==> src/design/hwfr_pkg.sv <==
// Shared types, codes and helpers for the hex word frame receiver.
// No dependencies.
package hwfr_pkg;

  localparam int unsigned ByteW = 8;
  localparam int unsigned WordW = 16;
  localparam int unsigned NibW  = 4;

  localparam logic [ByteW-1:0] StartCharReset = 8'h21;
  localparam logic [ByteW-1:0] EndCharReset   = 8'h0A;

  typedef enum logic [2:0] {
    ST_OK       = 3'd0,
    ST_RX_ERROR = 3'd1,
    ST_BAD_END  = 3'd2,
    ST_BAD_HEX  = 3'd3,
    ST_BAD_SUM  = 3'd4
  } status_t;

  typedef enum logic [2:0] {
    POS_IDLE  = 3'd0,
    POS_DIG1  = 3'd1,
    POS_DIG2  = 3'd2,
    POS_DIG3  = 3'd3,
    POS_DIG4  = 3'd4,
    POS_CHECK = 3'd5,
    POS_TERM  = 3'd6
  } pos_t;

  typedef enum logic {
    REG_START_CHAR = 1'b0,
    REG_END_CHAR   = 1'b1
  } cfg_idx_t;

  typedef struct packed {
    logic             valid;
    logic [WordW-1:0] word;
    status_t          status;
  } result_t;

  typedef struct packed {
    logic            ok;
    logic [NibW-1:0] value;
  } hex_digit_t;

  function automatic hex_digit_t hex_decode(input logic [ByteW-1:0] b);
    hex_digit_t d;
    d.ok    = 1'b1;
    d.value = '0;
    if (b >= 8'h30 && b <= 8'h39) begin
      d.value = NibW'(b - 8'h30);
    end else if (b >= 8'h61 && b <= 8'h66) begin
      d.value = NibW'(b - 8'h57);
    end else if (b >= 8'h41 && b <= 8'h46) begin
      d.value = NibW'(b - 8'h37);
    end else begin
      d.ok = 1'b0;
    end
    return d;
  endfunction

  function automatic logic [NibW-1:0] nibble_sum(input logic [WordW-1:0] w);
    return w[3:0] + w[7:4] + w[11:8] + w[15:12];
  endfunction

endpackage

==> src/design/hwfr_frame.sv <==
// Frame state machine: tracks position in the frame, collects the word and
// check digit, and forms one result per frame. Depends on hwfr_pkg.
module hwfr_frame (
  input  logic                         clk,
  input  logic                         rst,
  input  logic                         step,
  input  logic [hwfr_pkg::ByteW-1:0]   rx_byte,
  input  logic                         rx_bad,
  input  logic [hwfr_pkg::ByteW-1:0]   start_char,
  input  logic [hwfr_pkg::ByteW-1:0]   end_char,
  output hwfr_pkg::result_t            res
);
  import hwfr_pkg::*;

  pos_t             position, position_next;
  logic [WordW-1:0] word_accum, word_accum_next;
  logic [NibW-1:0]  check_digit, check_digit_next;
  logic             hex_error, hex_error_next;
  hex_digit_t       dig;

  assign dig = hex_decode(rx_byte);

  // next state
  always_comb begin
    position_next    = position;
    word_accum_next  = word_accum;
    check_digit_next = check_digit;
    hex_error_next   = hex_error;
    if (step) begin
      unique case (position)
        POS_DIG1, POS_DIG2, POS_DIG3, POS_DIG4, POS_CHECK: begin
          if (rx_bad) begin
            position_next = POS_IDLE;
          end else begin
            hex_error_next = hex_error | ~dig.ok;
            if (position == POS_CHECK) begin
              check_digit_next = dig.value;
              position_next    = POS_TERM;
            end else begin
              word_accum_next = {word_accum[WordW-NibW-1:0], dig.value};
              position_next   = pos_t'(position + 3'd1);
            end
          end
        end
        POS_TERM: position_next = POS_IDLE;
        default: begin
          if (!rx_bad && rx_byte == start_char) begin
            position_next    = POS_DIG1;
            word_accum_next  = '0;
            check_digit_next = '0;
            hex_error_next   = 1'b0;
          end else begin
            position_next = POS_IDLE;
          end
        end
      endcase
    end
  end

  // outputs
  always_comb begin
    res.valid  = 1'b0;
    res.word   = '0;
    res.status = ST_OK;
    if (step) begin
      unique case (position)
        POS_DIG1, POS_DIG2, POS_DIG3, POS_DIG4, POS_CHECK: begin
          if (rx_bad) begin
            res.valid  = 1'b1;
            res.status = ST_RX_ERROR;
          end
        end
        POS_TERM: begin
          res.valid = 1'b1;
          priority if (rx_bad || rx_byte != end_char) begin
            res.status = ST_BAD_END;
          end else if (hex_error) begin
            res.status = ST_BAD_HEX;
          end else if (check_digit != nibble_sum(word_accum)) begin
            res.status = ST_BAD_SUM;
          end else begin
            res.status = ST_OK;
            res.word   = word_accum;
          end
        end
        default: ;
      endcase
    end
  end

  always_ff @(posedge clk) begin
    if (rst) begin
      position    <= POS_IDLE;
      word_accum  <= '0;
      check_digit <= '0;
      hex_error   <= 1'b0;
    end else begin
      position    <= position_next;
      word_accum  <= word_accum_next;
      check_digit <= check_digit_next;
      hex_error   <= hex_error_next;
    end
  end

endmodule

==> src/design/hex_word_frame_receiver.sv <==
// Top level of the hex word frame receiver: config registers, frame state
// machine and a two-entry output stage. Depends on hwfr_pkg, hwfr_frame.
//
// Usage:
//   Input stream s_axis carries one received byte per item in tdata, with
//   the receive-error flag in tuser. Output stream m_axis carries one item
//   per frame: the decoded word and a status code.
//   A frame is start char, four hex digits (msn first), one hex check digit
//   (sum of the nibbles mod 16) and the end char. A receive error inside the
//   digits ends the frame at once with status 1.
//   Throughput: one input item per cycle while s_axis_tready is high. The
//   result of a frame is registered into the output register or skid entry.
//   Output register plus one skid entry: input keeps flowing while a result
//   waits; s_axis_tready drops only when both entries hold results.
//   Config: cfg_we writes cfg_wdata to register cfg_addr (0 start char,
//   1 end char); write only while idle.
//   Reset (rst, synchronous): frame state to idle, start char 0x21, end
//   char 0x0A, output stage empty.
module hex_word_frame_receiver (
  input  logic                       clk,
  input  logic                       rst,
  input  logic                       s_axis_tvalid,
  output logic                       s_axis_tready,
  input  logic [7:0]                 s_axis_tdata,   // [7:0] rx_byte
  input  logic                       s_axis_tuser,   // [0] rx_bad
  output logic                       m_axis_tvalid,
  input  logic                       m_axis_tready,
  output logic [23:0]                m_axis_tdata,   // [15:0] word, [18:16] status, pad
  input  logic                       cfg_we,
  input  hwfr_pkg::cfg_idx_t         cfg_addr,
  input  logic [hwfr_pkg::ByteW-1:0] cfg_wdata
);
  import hwfr_pkg::*;

  logic [ByteW-1:0] start_char;
  logic [ByteW-1:0] end_char;
  logic             accept;
  result_t          res;
  logic             out_valid;
  logic [WordW-1:0] out_word;
  status_t          out_status;
  logic             skid_valid;
  logic [WordW-1:0] skid_word;
  status_t          skid_status;

  assign s_axis_tready = ~skid_valid;
  assign accept        = s_axis_tvalid & s_axis_tready;

  always_ff @(posedge clk) begin
    if (rst) begin
      start_char <= StartCharReset;
      end_char   <= EndCharReset;
    end else if (cfg_we) begin
      unique case (cfg_addr)
        REG_START_CHAR: start_char <= cfg_wdata;
        REG_END_CHAR:   end_char   <= cfg_wdata;
        default: ;
      endcase
    end
  end

  hwfr_frame u_frame (
    .clk        (clk),
    .rst        (rst),
    .step       (accept),
    .rx_byte    (s_axis_tdata),
    .rx_bad     (s_axis_tuser),
    .start_char (start_char),
    .end_char   (end_char),
    .res        (res)
  );

  // output register with skid entry
  always_ff @(posedge clk) begin
    if (rst) begin
      out_valid  <= 1'b0;
      skid_valid <= 1'b0;
    end else if (!out_valid || m_axis_tready) begin
      out_valid  <= skid_valid | res.valid;
      skid_valid <= 1'b0;
    end else if (res.valid) begin
      skid_valid <= 1'b1;
    end
  end

  always_ff @(posedge clk) begin
    if (!out_valid || m_axis_tready) begin
      if (skid_valid) begin
        out_word   <= skid_word;
        out_status <= skid_status;
      end else begin
        out_word   <= res.word;
        out_status <= res.status;
      end
    end else if (res.valid) begin
      skid_word   <= res.word;
      skid_status <= res.status;
    end
  end

  assign m_axis_tvalid = out_valid;
  assign m_axis_tdata  = {5'd0, out_status, out_word};

endmodule
==> config.mk <==
export PLATFORM = sky130hd
export DESIGN_NAME = hex_word_frame_receiver
export DESIGN_NICKNAME = d
export VERILOG_FILES = /design/src/design/hwfr_pkg.sv /design/src/design/hwfr_frame.sv /design/src/design/hex_word_frame_receiver.sv
export SDC_FILE = /design/constraint.sdc
export NUM_CORES = 1
export LEC_CHECK = 0
export BUFFER_PORTS_ARGS = -buffer_cell sky130_fd_sc_hd__clkbuf_2
export CAP_MARGIN = 40
export CORE_MARGIN = 5
export CORE_UTILIZATION = 40
export DETAILED_ROUTE_END_ITERATION = 8
export GPL_ROUTABILITY_DRIVEN = 0
export PLACE_DENSITY = 0.68
export SETUP_SLACK_MARGIN = 0.15
export SYNTH_ARGS = -nofsm -noshare
export SYNTH_HDL_FRONTEND = slang
export SYNTH_SLANG_ARGS = --single-unit
==> constraint.sdc <==
create_clock -name clk -period 8.35 [get_ports clk]
set_input_delay 0 -clock clk [delete_from_list [all_inputs] [get_ports clk]]
set_output_delay 0 -clock clk [all_outputs]
set_load 0.01 [all_outputs]
-- Word-level counts from Yosys, hierarchy flattened
Index checks and enable logic that the tools add are counted.
Widths: inputs -> output; s select.
- register bits after elaboration: 80
- input bits: 23
- output and inout bits: 26
- word-level logic and storage cells: 97
- add/sub/neg operators: 7
- magnitude comparators: 6
- equality and inequality tests: 12
- muxes and demuxes: 35
- bitwise gates (word level): 8
- reductions and logical operators: 17
- operators by type and width (operator ; count):
    $mux 16 ; 8
    $pmux 16 s2 ; 1
    $mux 4 ; 6
    $mux 20 ; 1
    $mux 3 ; 6
    $ge 8x7->1 const B ; 2
    $le 8x7->1 const B ; 2
    $add 4x4->4 ; 3
    $pmux 3 s2 ; 2
    $reduce_and 5->1 ; 2
    $eq 3x3->1 const B ; 3
    $eq 8x8->1 ; 1
    $ge 8x6->1 const B ; 1
    $le 8x6->1 const B ; 1
    $mux 1 ; 8
    $ne 8x8->1 ; 1
    $pmux 4 s2 ; 1
    $sub 4x3->4 const B ; 2
    $eq 3x2->1 const B ; 2
    $reduce_and 2->1 ; 3
    $not 1->1 ; 5
    $reduce_or 5->1 ; 1
    $logic_and 1x1->1 ; 4
    $ne 2x2->1 const B ; 2
    other kinds (13) ; 17

-- Longest topological paths before layout
Gate-level depths: netlist of run 1.
- word-level depth: 10
- depth in mapped cells: 13
- mapped depth without buffers: 12

-- Cells and area by module
Synthesis of run 1 repeated with hierarchy kept, for this count alone.
- cells, all modules: 368
- area total of the unflattened synthesis: 4150.2 um2
- by module, submodules not included (module ; times used ; cells an instance ; area an instance (um2) ; seq. area each (um2)):
    hex_word_frame_receiver ; 1 ; 140 ; 2178.3 ; 1501.4
    hwfr_frame ; 1 ; 228 ; 1971.9 ; 480.5

-- Worst setup path after synthesis of run 1
Ideal clock, no wire load.
- path kind: register -> register
- from: register u_frame.word_accum[1]
- to: register out_word[13], data pin
- setup time: 257 ps
- data arrival time: 2968 ps
- required time: 8093 ps
- slack: 5125 ps
- stages on the path, launching flop included: 14
- path buffers: 1
- period minus slack after synthesis: 3225 ps
- cell sequence: dfxtp_1 -> fa_1 -> inv_1 -> fa_1 -> inv_1 -> ha_1 -> inv_1 -> fa_1 -> xor2_1 -> xnor2_1 -> xnor2_1 -> nor4_4 -> clkbuf_1 -> a32o_1
- word-level cells in the longest chain between the ends: 10
- ends and longest elaborated chain (what ; RTL line ; source):
    start: declaration ; hwfr_frame.sv:16 ; logic [WordW-1:0] word_accum, word_accum_next;
    start signal: assignment ; hwfr_frame.sv:99 ; word_accum <= word_accum_next;
    $add 4x4->4 (3 in a row) ; hwfr_pkg.sv:63 ; return w[3:0] + w[7:4] + w[11:8] + w[15:12];
    $ne 4x4->1 ; hwfr_frame.sv:79 ; end else if (check_digit != nibble_sum(word_accum)) begin
    $mux 16 ; hwfr_frame.sv:79 ;
    $mux 16 ; hwfr_frame.sv:77 ; end else if (hex_error) begin
    $mux 16 ; hwfr_frame.sv:75 ; priority if (rx_bad || rx_byte != end_char) begin
    $mux 16 ; hwfr_frame.sv:66 ; unique case (position)
    $mux 20 ; hwfr_frame.sv:65 ; if (step) begin
    $mux 16 ; hex_word_frame_receiver.sv:88 ; if (skid_valid) begin
    end signal: assignment ; hex_word_frame_receiver.sv:89 ; out_word <= skid_word;
    end signal: assignment ; hex_word_frame_receiver.sv:92 ; out_word <= res.word;
    end: declaration ; hex_word_frame_receiver.sv:40 ; logic [WordW-1:0] out_word;
No other way between the ends.
A chain may end at the register's enable or synchronous reset.

-- Worst setup path after layout of run 1
- from: register u_frame.word_accum[1]
- to: register out_word[5], data pin
Same word-level chain as after synthesis.

==> flow_metrics.py, run 1 <==
metrics = {
    "outcome": {
        "status": "finished, final reports clean",
    },
    "drt": {
        "routed.top_layer": "met4",
        "first_pass_iters": 4,
        "num_vias": 2787,
        "avgRoutedWirePerCell_um": 14.85,
        "post-route-drc-count": 0,
        "vias_per_cell": 5.190,
        "wl_met3_um": 400,
        "routed_wl_mm": 7.977,
        "ant_nets": 0,
        "met1_length_mm": 3.634,
        "drt_iter0_markers": 125,
        "dr_wl_met2_mm": 3.826,
    },
    "yosys": {
        "synth.cell_area_um2": 3919,
        "ys_types": 51,
        "ys_warn_count": 0,
        "ys_seq_area_share_pct": 50.57,
        "yosysTopAreaCell": "edfxtp_1",
        "synth_top_area_share_pct": 29.12,
        "ys_seq_elements": 80,
        "synthArstFlopShare_pct": 0,
        "synth_ff_type": "dfxtp_1",
        "yosys-top-cells-area": "edfxtp_1 (29%), dfxtp_1 (21%), xnor2_1 (4.9%)",
        "synthTopCellsByCount": "dfxtp_1 (42), nand2_1 (41), edfxtp_1 (38), xnor2_1 (22)",
        "synth_cells": 354,
        "synth_edf_count": 38,
        "yosysMostFrequentCell": "dfxtp_1",
        "synth_area_per_cell_um2": 11.07,
    },
    "global_routing": {
        "grt_pass1_wl_mm": 13.39,
        "grt_pass1_vias": 2669,
        "antenna_found_initial": 0,
        "grt-ovfl-total": 0,
        "grt_max_degree": 35,
        "grt_use_total_pct": 14.47,
    },
    "finish": {
        "drive_gt1_share_pct": 19.06,
        "postLayoutCoreUtil_pct": 46.32,
        "nets": 437,
        "nFillCells": 910,
        "num_antenna_cells": 0,
        "final_cells": 537,
        "area_delta_synth_final_pct": 14.46,
    },
    "sta": {
        "finalSetupViolations": 0,
        "finalClockSkew_ps": 13.93,
        "finalHoldViolCount": 0,
        "fmax_mhz": 294.1,
        "maxSlewHeadroom_pct": 44.08,
        "period_share_pct": 40.72,
        "rsz0062_at_grt": "false",
        "worst_pin_slew_ps": 837.7,
        "hold_slack_ps": 58.05,
        "drv_slew": 0,
        "finalCriticalPeriod_ps": 3400,
        "tns_ps": 0,
    },
    "pwr": {
        "irDropWorstVdd_mv": 0.07617,
        "p_leak_uw": 0.001779,
        "cellPowerDensity_nw_per_um2": 166.4,
    },
    "floorplan": {
        "num_rows": 36,
        "io_pins": 49,
        "dieArea_um2": 11880,
        "start_util_pct": 40.47,
        "die_h_um": 109.0,
        "core_um2": 9684,
        "die_x_um": 109.0,
    },
    "setup_path": {
        "cp_max_fo": 34,
        "end_kind": "flop",
        "crit_required_ps": 8470,
        "arrival_ps": 3520,
        "crit_type": "flop to flop",
        "cp-start-kind": "flop",
    },
    "clocking": {
        "ctsRootBufferMaster": "clkbuf_8",
        "cts.sinks": 80,
        "h-tree-depth": 3,
        "cts_buffers": 9,
        "cts_resized": 0,
        "clk_pin_slew_ps": 90,
        "clk_path_buf_depth": 2,
        "clk_latency_ps": 360,
        "cts_tree": "built",
    },
    "placed_design": {
        "port_buffers": 43,
        "dp_hpwl_mm": 5.572,
        "placed_cells": 512,
    },
    "run": {
        "cap_violations": 0,
    },
    "hold_path": {
        "hold_class": "input port to flop",
    },
}
## per-stage QoR
stage,cell area [µm²],setup WS [ps],total power (µW)
after CTS,4486,4919,755.7
after global placement,4183,4988,481.4
final,4486,4950,746.4
after detailed placement,4213,4913,483.0
after global routing,4486,4740,783.0
after floorplan,3934,5125,468.3
## cells by family (layout without fill, tap and decap cells)
group	after synthesis	count (layout)	synth area share [%]
xor gates and xnor gates	27	27	6.034
other	1	5	0.09569
muxes	1	1	0.2873
AOI/OAI and AO/OA	80	80	16.67
adders and majority gates	15	15	5.939
buffers and inverters	43	89	5.779
DFF	80	80	50.57
and+or+nand+nor	107	107	14.62
## per-layer routing
metal | GRT usage, % | vias to the layer above
met5 | 0 | -
met3 | 3.138 | 12
li1 | - | 1374
met1 | 19.71 | 1327
met2 | 22.06 | 74
met4 | 6.492 | 0
## timing repair
action | in CTS | in global routing
buffers inserted | 0 | 0
hold buffers | 9 | 0
setup endpoints to repair | 0 | 0
endpoints found under the hold margin | 18 | 0
## cell type report
type	count	area, µm²	share of cell area (%)
inverters	16	60.06	1.339
repair buffers	57	357.8	7.978
clock inverters	7	58.81	1.311
well taps	133	166.4	3.710
multi-input cells	235	1737	38.72
clock buffers	9	123.9	2.762
flip-flops and latches	80	1982	44.18
## critical path: stages, from the launching register on
cell	delay, ps
dfxtp_1	360
fa_1	540
inv_1	50
fa_1	430
inv_1	70
ha_1	150
inv_1	50
fa_1	360
xor2_1	160
xnor2_1	140
xnor2_1	250
nor4_4	50
buf_4	240
a32o_1	300
## path summary, 6_finish.rpt
check / from / endpoint / slack [ps] / cells after the start
setup / recovery: u_frame.word_accum[1]$_SDFFE_PP0P_ / out_word[5]$_DFFE_PP_ / 4950 / 13
hold / removal: cfg_addr / start_char[4]$_SDFFE_PP0P_ / 60 / 4
setup reg to reg: u_frame.word_accum[1]$_SDFFE_PP0P_ / out_word[5]$_DFFE_PP_ / 4950 / 13
hold reg to reg: start_char[2]$_SDFFE_PP0P_ / start_char[2]$_SDFFE_PP0P_ / 470 / 2
## registers in the layout, indices dropped and copies added (netlist names)
signal and flops:
skid_valid 1, m_axis_tvalid 1, out_status 3, u_frame.hex_error 1, end_char 8, skid_word 16
u_frame.check_digit 4, u_frame.word_accum 16, skid_status 3, out_word 16, start_char 8, u_frame.position 3
## power breakdown
part	switching, µW	internal, µW	total (µW)	leakage [µW]
Combinational	36.0	24.4	60.4	0.000960
Sequential	3.79	413	417	0.000732
Clock	157	113	269	0.0000872
## placed cells by master (no fill, tap or decap), types with 2 or more instances in the layout
master         instances
o21ai_0                3
inv_6                  4
nand2b_1               3
nor4_4                 2
nand2_1               41
xnor2_1               22
nor4_1                 4
fa_1                   6
ha_1                   9
edfxtp_1              38
nand3_1                8
a22o_1                19
nor2b_1                2
clkinvlp_4             2
xor2_1                 5
and3_1                16
nand4_1                3
nor2_1                12
a32o_1                17
a21oi_1               19
buf_4                  3
o211ai_1               3
and2b_1                2
conb_1                 5
dlygate4sd3_1          9
a21oi_2                2
o21ai_1                3
dfxtp_1               42
clkbuf_8               9
and2_1                 2
clkbuf_2              43
nor3_1                 5
a21o_1                 2
buf_8                  2
inv_1                 15
o2bb2ai_1              2
Power figures use the tool's default switching activity.
==> run 2, diff against run 1 <==
--- a/config.mk
+++ b/config.mk
@@ -5,13 +5,14 @@
 export SDC_FILE = /design/constraint.sdc
 export NUM_CORES = 1
 export LEC_CHECK = 0
+export ABC_AREA = 1
 export BUFFER_PORTS_ARGS = -buffer_cell sky130_fd_sc_hd__clkbuf_2
 export CAP_MARGIN = 40
 export CORE_MARGIN = 5
 export CORE_UTILIZATION = 40
 export DETAILED_ROUTE_END_ITERATION = 8
 export GPL_ROUTABILITY_DRIVEN = 0
-export PLACE_DENSITY = 0.68
+export PLACE_DENSITY = 0.67
 export SETUP_SLACK_MARGIN = 0.15
 export SYNTH_ARGS = -nofsm -noshare
 export SYNTH_HDL_FRONTEND = slang
==> constraint.sdc (replaced) <==
create_clock -name clk -period 3.3 [get_ports clk]
set_input_delay 0 -clock clk [delete_from_list [all_inputs] [get_ports clk]]
set_output_delay 0 -clock clk [all_outputs]
set_load 0.01 [all_outputs]
==> run 2 against run 1 <==
Synthesized cell count up 46%; critical path depth did not move; sequential power rose to 2.6 times the previous value; non-clock buffer count is 2 lower; synthesized area grew 5.2%; total power rose to 2.9 times the previous value; core utilization up 0.98 points.
==> flow_metrics.py, run 2 <==
metrics = {
    "yosys": {
        "synth_edf_count": 38,
        "yosysTopAreaCell": "edfxtp_1",
        "synth_area_per_cell_um2": 7.974,
        "synthTopCellsByCount": "nand2_1 (147), inv_1 (81), nor2_1 (61), dfxtp_1 (42), edfxtp_1 (38)",
        "synth_ff_type": "dfxtp_1",
        "ys_seq_area_share_pct": 48.07,
        "synth_cells": 517,
        "synth.cell_area_um2": 4123,
        "ys_types": 37,
        "synthArstFlopShare_pct": 0,
        "ys_seq_elements": 80,
        "ys_warn_count": 0,
        "yosysMostFrequentCell": "nand2_1",
        "yosys-top-cells-area": "edfxtp_1 (28%), dfxtp_1 (20%), nand2_1 (13%)",
        "synth_top_area_share_pct": 27.68,
    },
    "drt": {
        "avgRoutedWirePerCell_um": 11.81,
        "routed_wl_mm": 8.417,
        "vias_per_cell": 4.610,
        "drt_iter0_markers": 122,
        "first_pass_iters": 8,
        "ant_nets": 0,
        "num_vias": 3287,
        "post-route-drc-count": 0,
    },
    "placed_design": {
        "port_buffers": 43,
        "placed_cells": 685,
        "dp_hpwl_mm": 6.093,
    },
    "sta": {
        "finalHoldViolCount": 0,
        "fmax_mhz": 330.3,
        "tns_ps": 0,
        "finalClockSkew_ps": 12.63,
        "rsz0062_at_grt": "false",
        "finalSetupViolations": 0,
        "drv_slew": 0,
        "maxSlewHeadroom_pct": 47.49,
        "period_share_pct": 91.75,
        "finalCriticalPeriod_ps": 3028,
        "worst_pin_slew_ps": 786.6,
    },
    "finish": {
        "drive_gt1_share_pct": 16.12,
        "regArea_um2": 1984,
        "area_delta_synth_final_pct": 16.84,
        "nets": 610,
        "multi_input_area_um2": 1762,
        "most-common-layout-cells": "nand2_1 (140), inv_1 (81), nor2_1 (60), clkbuf_2 (43), dfxtp_1 (40)",
        "layout_commonest_cell": "nand2_1",
        "nFillCells": 1002,
        "num_antenna_cells": 0,
        "reg.largest.list": "out_word: 16 flops, skid_word: 16 flops, u_frame.word_accum: 16 flops",
        "final_cells": 713,
    },
    "run": {
        "cap_violations": 0,
    },
    "global_routing": {
        "top_usage_layer": "met2",
        "use_met1_pct": 15.52,
        "grt_use_total_pct": 13.67,
        "grt_util_met2_pct": 24.77,
        "grtUsageMet3_pct": 3.315,
        "grt-ovfl-total": 0,
        "grt_pass1_wl_mm": 14.14,
        "antenna_found_initial": 0,
        "grt_pass1_vias": 3254,
        "grt_max_degree": 25,
    },
    "pwr": {
        "p_sw_uw": 573.5,
        "cellPowerDensity_nw_per_um2": 444.9,
        "combPwrFrac_pct": 10.6,
        "swShare_pct": 26.76,
        "clockPowerShare_pct": 39.5,
        "irDropWorstVdd_mv": 0.2435,
        "p_seq_share_pct": 49.8,
        "p_leak_uw": 0.002342,
        "intPower_uw": 1570,
    },
    "setup_path": {
        "arrival_ps": 3140,
        "crit_required_ps": 3410,
        "crit_type": "flop to flop",
        "cp_max_fo": 9,
        "r2r_slack_ps": 270,
        "cp-start-kind": "flop",
        "end_kind": "flop",
    },
    "floorplan": {
        "io_pins": 49,
        "die_h_um": 111.5,
        "start_util_pct": 40.48,
        "core_um2": 10180,
        "die_x_um": 111.5,
        "dieArea_um2": 12440,
        "num_rows": 37,
    },
    "clocking": {
        "cts_buffers": 9,
        "clk_latency_ps": 370,
        "cts.sinks": 80,
        "clk_pin_slew_ps": 100,
        "ctsRootBufferMaster": "clkbuf_8",
        "clk_path_buf_depth": 2,
        "h-tree-depth": 3,
        "cts_tree": "built",
    },
    "outcome": {
        "status": "finished, final reports clean",
    },
    "hold_path": {
        "hold_class": "input port to flop",
    },
}
run 2: per-layer routing:
layer / wire length (µm) / part of all wire [%]
met2: 4234 / 50
met1: 3694 / 44
met3: 336 / 4.0
met5: 0 / 0
met4: 151 / 1.8
run 2: logic make-up after synthesis:
logic type	Yosys count	share of synthesized area [%]
and+or+nand+nor	254	26.52
buffers and inverters	102	10.17
DFF	80	48.07
AOI/OAI and AO/OA	53	6.950
adders and majority gates	15	5.645
xor gates and xnor gates	12	2.550
other	1	0.09096
run 2: final timing paths:
check,startpoint,end,cells past startpoint
max reg2reg,u_frame.word_accum[1]$_SDFFE_PP0P_,out_status[2]$_DFFE_PP_,13
min reg2reg,u_frame.word_accum[13]$_SDFFE_PP0P_,u_frame.word_accum[13]$_SDFFE_PP0P_,2
max,u_frame.word_accum[1]$_SDFFE_PP0P_,out_status[2]$_DFFE_PP_,13
min,cfg_addr,start_char[0]$_SDFFE_PP1P_,3
run 2: per-stage QoR:
stage | hold slack, ps | area (µm²) | worst slack, ps | util [%] | total power, µW
5_1_grt | 46.54 | 4817 | 136.1 | 47.30 | 2237
3_3_place_gp | 215.4 | 4438 | 283.5 | 43.57 | 1278
6_report | 25.06 | 4817 | 272.2 | 47.30 | 2143
3_5_place_dp | 226.7 | 4438 | 168.1 | 43.57 | 1284
2_1_floorplan | 113.2 | 4138 | 333.7 | - | 1235
4_1_cts | 21.82 | 4765 | 175.6 | 46.78 | 2138
run 2: worst max-delay path: stages, from the launching register on:
cell	delay, ps
dfxtp_2	340
fa_1	530
inv_1	50
fa_1	470
inv_1	50
ha_1	190
inv_1	70
fa_1	420
xor2_1	150
nand2_1	90
nor2_2	120
nand2_4	100
inv_4	110
o21ai_1	80
run 2: what timing repair did:
action | CTS | global route
buffers inserted | 0 | 1
endpoints found under the setup margin | 0 | 34
hold buffers | 9 | 0
hold endpoints to repair | 18 | 0
gates resized for setup | 0 | 15
run 2: power groups by stage:
stage               sequential (µW)  clock, µW  combinational (µW)
floorplan                      1090          0                 146
global placement               1090          0                 188
detailed placement             1090          0                 193
CTS                            1070        867                 202
global route                   1070        909                 257
finish                         1070        847                 228
run 2: area by class of cell:
| cell class | count | area share, % |
|---|---|---|
| clock inverter | 7 | 2.338 |
| inverter | 85 | 6.727 |
| timing repair buffer | 55 | 6.805 |
| tap | 136 | 3.532 |
| timing repair inverter | 2 | 0.2597 |
| sequential | 80 | 41.19 |
| multi-input combinational | 339 | 36.57 |
| clock buffer | 9 | 2.571 |
==> run 3, diff against run 2 <==
--- a/config.mk
+++ b/config.mk
@@ -8,11 +8,13 @@
 export ABC_AREA = 1
 export BUFFER_PORTS_ARGS = -buffer_cell sky130_fd_sc_hd__clkbuf_2
 export CAP_MARGIN = 40
+export CELL_PAD_IN_SITES_DETAIL_PLACEMENT = 0
+export CELL_PAD_IN_SITES_GLOBAL_PLACEMENT = 1
 export CORE_MARGIN = 5
-export CORE_UTILIZATION = 40
+export CORE_UTILIZATION = 39
 export DETAILED_ROUTE_END_ITERATION = 8
 export GPL_ROUTABILITY_DRIVEN = 0
-export PLACE_DENSITY = 0.67
+export PLACE_DENSITY = 0.85
 export SETUP_SLACK_MARGIN = 0.15
 export SYNTH_ARGS = -nofsm -noshare
 export SYNTH_HDL_FRONTEND = slang
==> constraint.sdc (replaced) <==
create_clock -name clk -period 2.49 [get_ports clk]
set_input_delay 0 -clock clk [delete_from_list [all_inputs] [get_ports clk]]
set_output_delay 0 -clock clk [all_outputs]
set_load 0.01 [all_outputs]
==> run 3 against run 2 <==
The run now ends with setup timing left; clock power is 44% higher; maximum frequency is 0.75% higher; clock-buffer cell count stayed put; sequential cell count stayed put; first-iteration DRC count is 71% higher; non-clock buffer count is 15 higher; critical path depth is 2 higher; hold slack better by 13 ps; cell area is 4.3% higher; sequential share of layout area is 1.7 points lower; register-to-register slack worse by 790 ps; sequential power is 33% higher; critical path type unchanged; largest cell class unchanged; highest routed layer unchanged.
==> flow_metrics.py, run 3 (synthesis gave the netlist of run 2 again) <==
metrics = {
    "setup_path": {
        "end_kind": "flop",
        "crit_required_ps": 2610,
        "cp-start-kind": "flop",
        "crit_type": "flop to flop",
        "r2r_end": "out_word[0]$_DFFE_PP_",
        "path_cells": "fa_1 -> inv_1 -> fa_1 -> inv_1 -> ha_2 -> inv_2 -> fa_2 -> xor2_1 -> nand2_1 -> nor2_1 -> nand2_2 -> clkinv_4 -> clkbuf_16 -> nand2_2 -> nand2_1",
        "slowest_stage": "fa_1",
        "arrival_ps": 3120,
        "cp_max_fo": 6,
        "crit_path_max_incr_delay_ps": 530,
        "ff2ff_path_depth": 15,
        "r2r-start": "u_frame.word_accum[9]$_SDFFE_PP0P_",
        "r2r_slack_ps": -520,
    },
    "sta": {
        "period_share_pct": 120.7,
        "finalHoldViolCount": 0,
        "drv_slew": 0,
        "finalCriticalPeriod_ps": 3005,
        "setup_slack_ps": -515.3,
        "rsz0062_at_grt": "true",
        "finalClockSkew_ps": 13.93,
        "worst_pin_slew_ps": 659.1,
        "fmax_mhz": 332.7,
        "maxSlewHeadroom_pct": 56.01,
        "finalSetupViolations": 34,
    },
    "global_routing": {
        "grt_pass1_wl_mm": 15.29,
        "antenna_found_initial": 0,
        "grt_use_total_pct": 14.73,
        "grt-ovfl-total": 0,
        "grt_max_degree": 25,
        "grt_pass1_vias": 3249,
    },
    "placed_design": {
        "dp_hpwl_mm": 6.504,
        "port_buffers": 43,
    },
    "finish": {
        "reg.largest.list": "out_word: 16 flops, skid_word: 16 flops, u_frame.word_accum: 16 flops",
        "most-common-layout-cells": "nand2_1 (129), inv_1 (74), nor2_1 (61), clkbuf_2 (43), dfxtp_1 (40)",
        "area_delta_synth_final_pct": 21.91,
        "num_antenna_cells": 0,
        "drive_gt1_share_pct": 21.36,
        "regArea_um2": 1984,
        "multi_input_area_um2": 1814,
        "nets": 623,
        "nFillCells": 1004,
        "postLayoutCoreUtil_pct": 48.69,
        "layout_commonest_cell": "nand2_1",
    },
    "pwr": {
        "p_sw_uw": 771.5,
        "cellPowerDensity_nw_per_um2": 599.0,
        "clockPowerShare_pct": 40.6,
        "intPower_uw": 2239,
        "swShare_pct": 25.63,
        "p_leak_uw": 0.002453,
        "total_power_uw": 3011,
        "p_seq_share_pct": 47.0,
        "combPwrFrac_pct": 12.4,
        "irDropWorstVdd_mv": 0.3231,
    },
    "drt": {
        "first_pass_iters": 6,
        "routed_wl_mm": 8.962,
        "avgRoutedWirePerCell_um": 12.34,
        "ant_nets": 0,
        "post-route-drc-count": 0,
        "drt_iter0_markers": 209,
        "vias_per_cell": 4.629,
        "num_vias": 3361,
    },
    "floorplan": {
        "start_util_pct": 39.93,
        "num_rows": 37,
        "io_pins": 49,
        "core_um2": 10320,
        "die_h_um": 112.8,
        "die_x_um": 112.8,
        "dieArea_um2": 12730,
    },
    "clocking": {
        "clk_pin_slew_ps": 90,
        "cts_buffers": 9,
        "cts_tree": "built",
        "clk_latency_ps": 350,
        "h-tree-depth": 3,
        "cts.sinks": 80,
        "clk_path_buf_depth": 2,
        "ctsRootBufferMaster": "clkbuf_8",
    },
    "hold_path": {
        "hp-start": "cfg_addr",
        "hold_path_depth": 3,
        "hold_class": "input port to flop",
        "holdPathEnd": "start_char[5]$_SDFFE_PP1P_",
    },
    "outcome": {
        "status": "finished, violations left",
        "violations": "setup timing",
    },
    "run": {
        "cap_violations": 0,
    },
}
## run 3: changes by cell type in the layout (fill, tap and decap cells not counted), moves of 2 or more
cell / delta
nand2_4: +3
inv_2: +7
nand2_1: -11
buf_4: +12
nand2_2: +8
inv_4: -2
inv_1: -7
## run 3: worst max-delay path by stage
stage / startpoint / depth (start not counted) / slack (ps) / to
3_3_place_gp: u_frame.word_accum[1]$_SDFFE_PP0P_ / 14 / -460 / skid_status[2]$_DFFE_PP_
6_report: u_frame.word_accum[9]$_SDFFE_PP0P_ / 15 / -520 / out_word[0]$_DFFE_PP_
5_1_grt: u_frame.word_accum[9]$_SDFFE_PP0P_ / 15 / -650 / out_word[0]$_DFFE_PP_
4_1_cts: u_frame.word_accum[1]$_SDFFE_PP0P_ / 14 / -540 / skid_status[2]$_DFFE_PP_
3_5_place_dp: u_frame.word_accum[1]$_SDFFE_PP0P_ / 17 / -530 / out_word[11]$_DFFE_PP_
2_1_floorplan: u_frame.word_accum[1]$_SDFFE_PP0P_ / 14 / -420 / skid_status[2]$_DFFE_PP_
## run 3: layout make-up
| type | count | area share (%) |
|---|---|---|
| clock buffers | 9 | 2.465 |
| clock inverters | 7 | 2.689 |
| inverters | 85 | 6.448 |
| multi-input cells | 339 | 36.10 |
| flip-flops and latches | 80 | 39.48 |
| well taps | 136 | 3.386 |
| repair buffers | 70 | 9.435 |
## run 3: layer usage
layer  GRT usage (%)  vias up  part of all wire (%)
met5               0        -                     0
met4           3.686        0                  0.95
li1                -     1739                     -
met3           3.316        6                   4.0
met1           19.17     1549                    46
met2           24.88       67                    49
## run 3: metrics by stage
| stage | hold slack [ps] | setup slack, ps | area, µm² | setup TNS, ps | std cells |
|---|---|---|---|---|---|
| 2_1_floorplan | 113.2 | -416.7 | 4148 | -11640 | 521 |
| 3_3_place_gp | 228.6 | -459.3 | 4559 | -14760 | 699 |
| 3_5_place_dp | 236.1 | -534.9 | 4559 | -17030 | 699 |
| 4_1_cts | 29.81 | -537.2 | 4947 | -16560 | 725 |
| 5_1_grt | 48.77 | -648.0 | 5026 | -20830 | 726 |
| 6_report | 37.82 | -515.3 | 5026 | -16080 | 726 |
## run 3: repair_timing
action                                  4_1_cts  5_1_grt
buffers inserted                              1        0
hold buffers                                  9        0
cloned                                        0        1
resized for setup                            13       22
endpoints found under the setup margin       34       34
endpoints found under the hold margin        18        0
pin swaps                                     1        3
## run 3: worst max-delay path, delay by kind of cell (launching register included)
family | cells | cell delay [ps]
simple gates | 5 | 310
fa+ha+maj | 4 | 1600
flops | 1 | 340
xor+xnor | 1 | 150
buf+inv | 5 | 390
## run 3: power groups by stage
stage               Sequential [µW]  Combinational (µW)  Clock (µW)
global placement               1450                 292           0
CTS                            1420                 328        1250
floorplan                      1440                 201           0
global route                   1420                 415        1310
finish                         1420                 373        1220
detailed placement             1450                 295           0
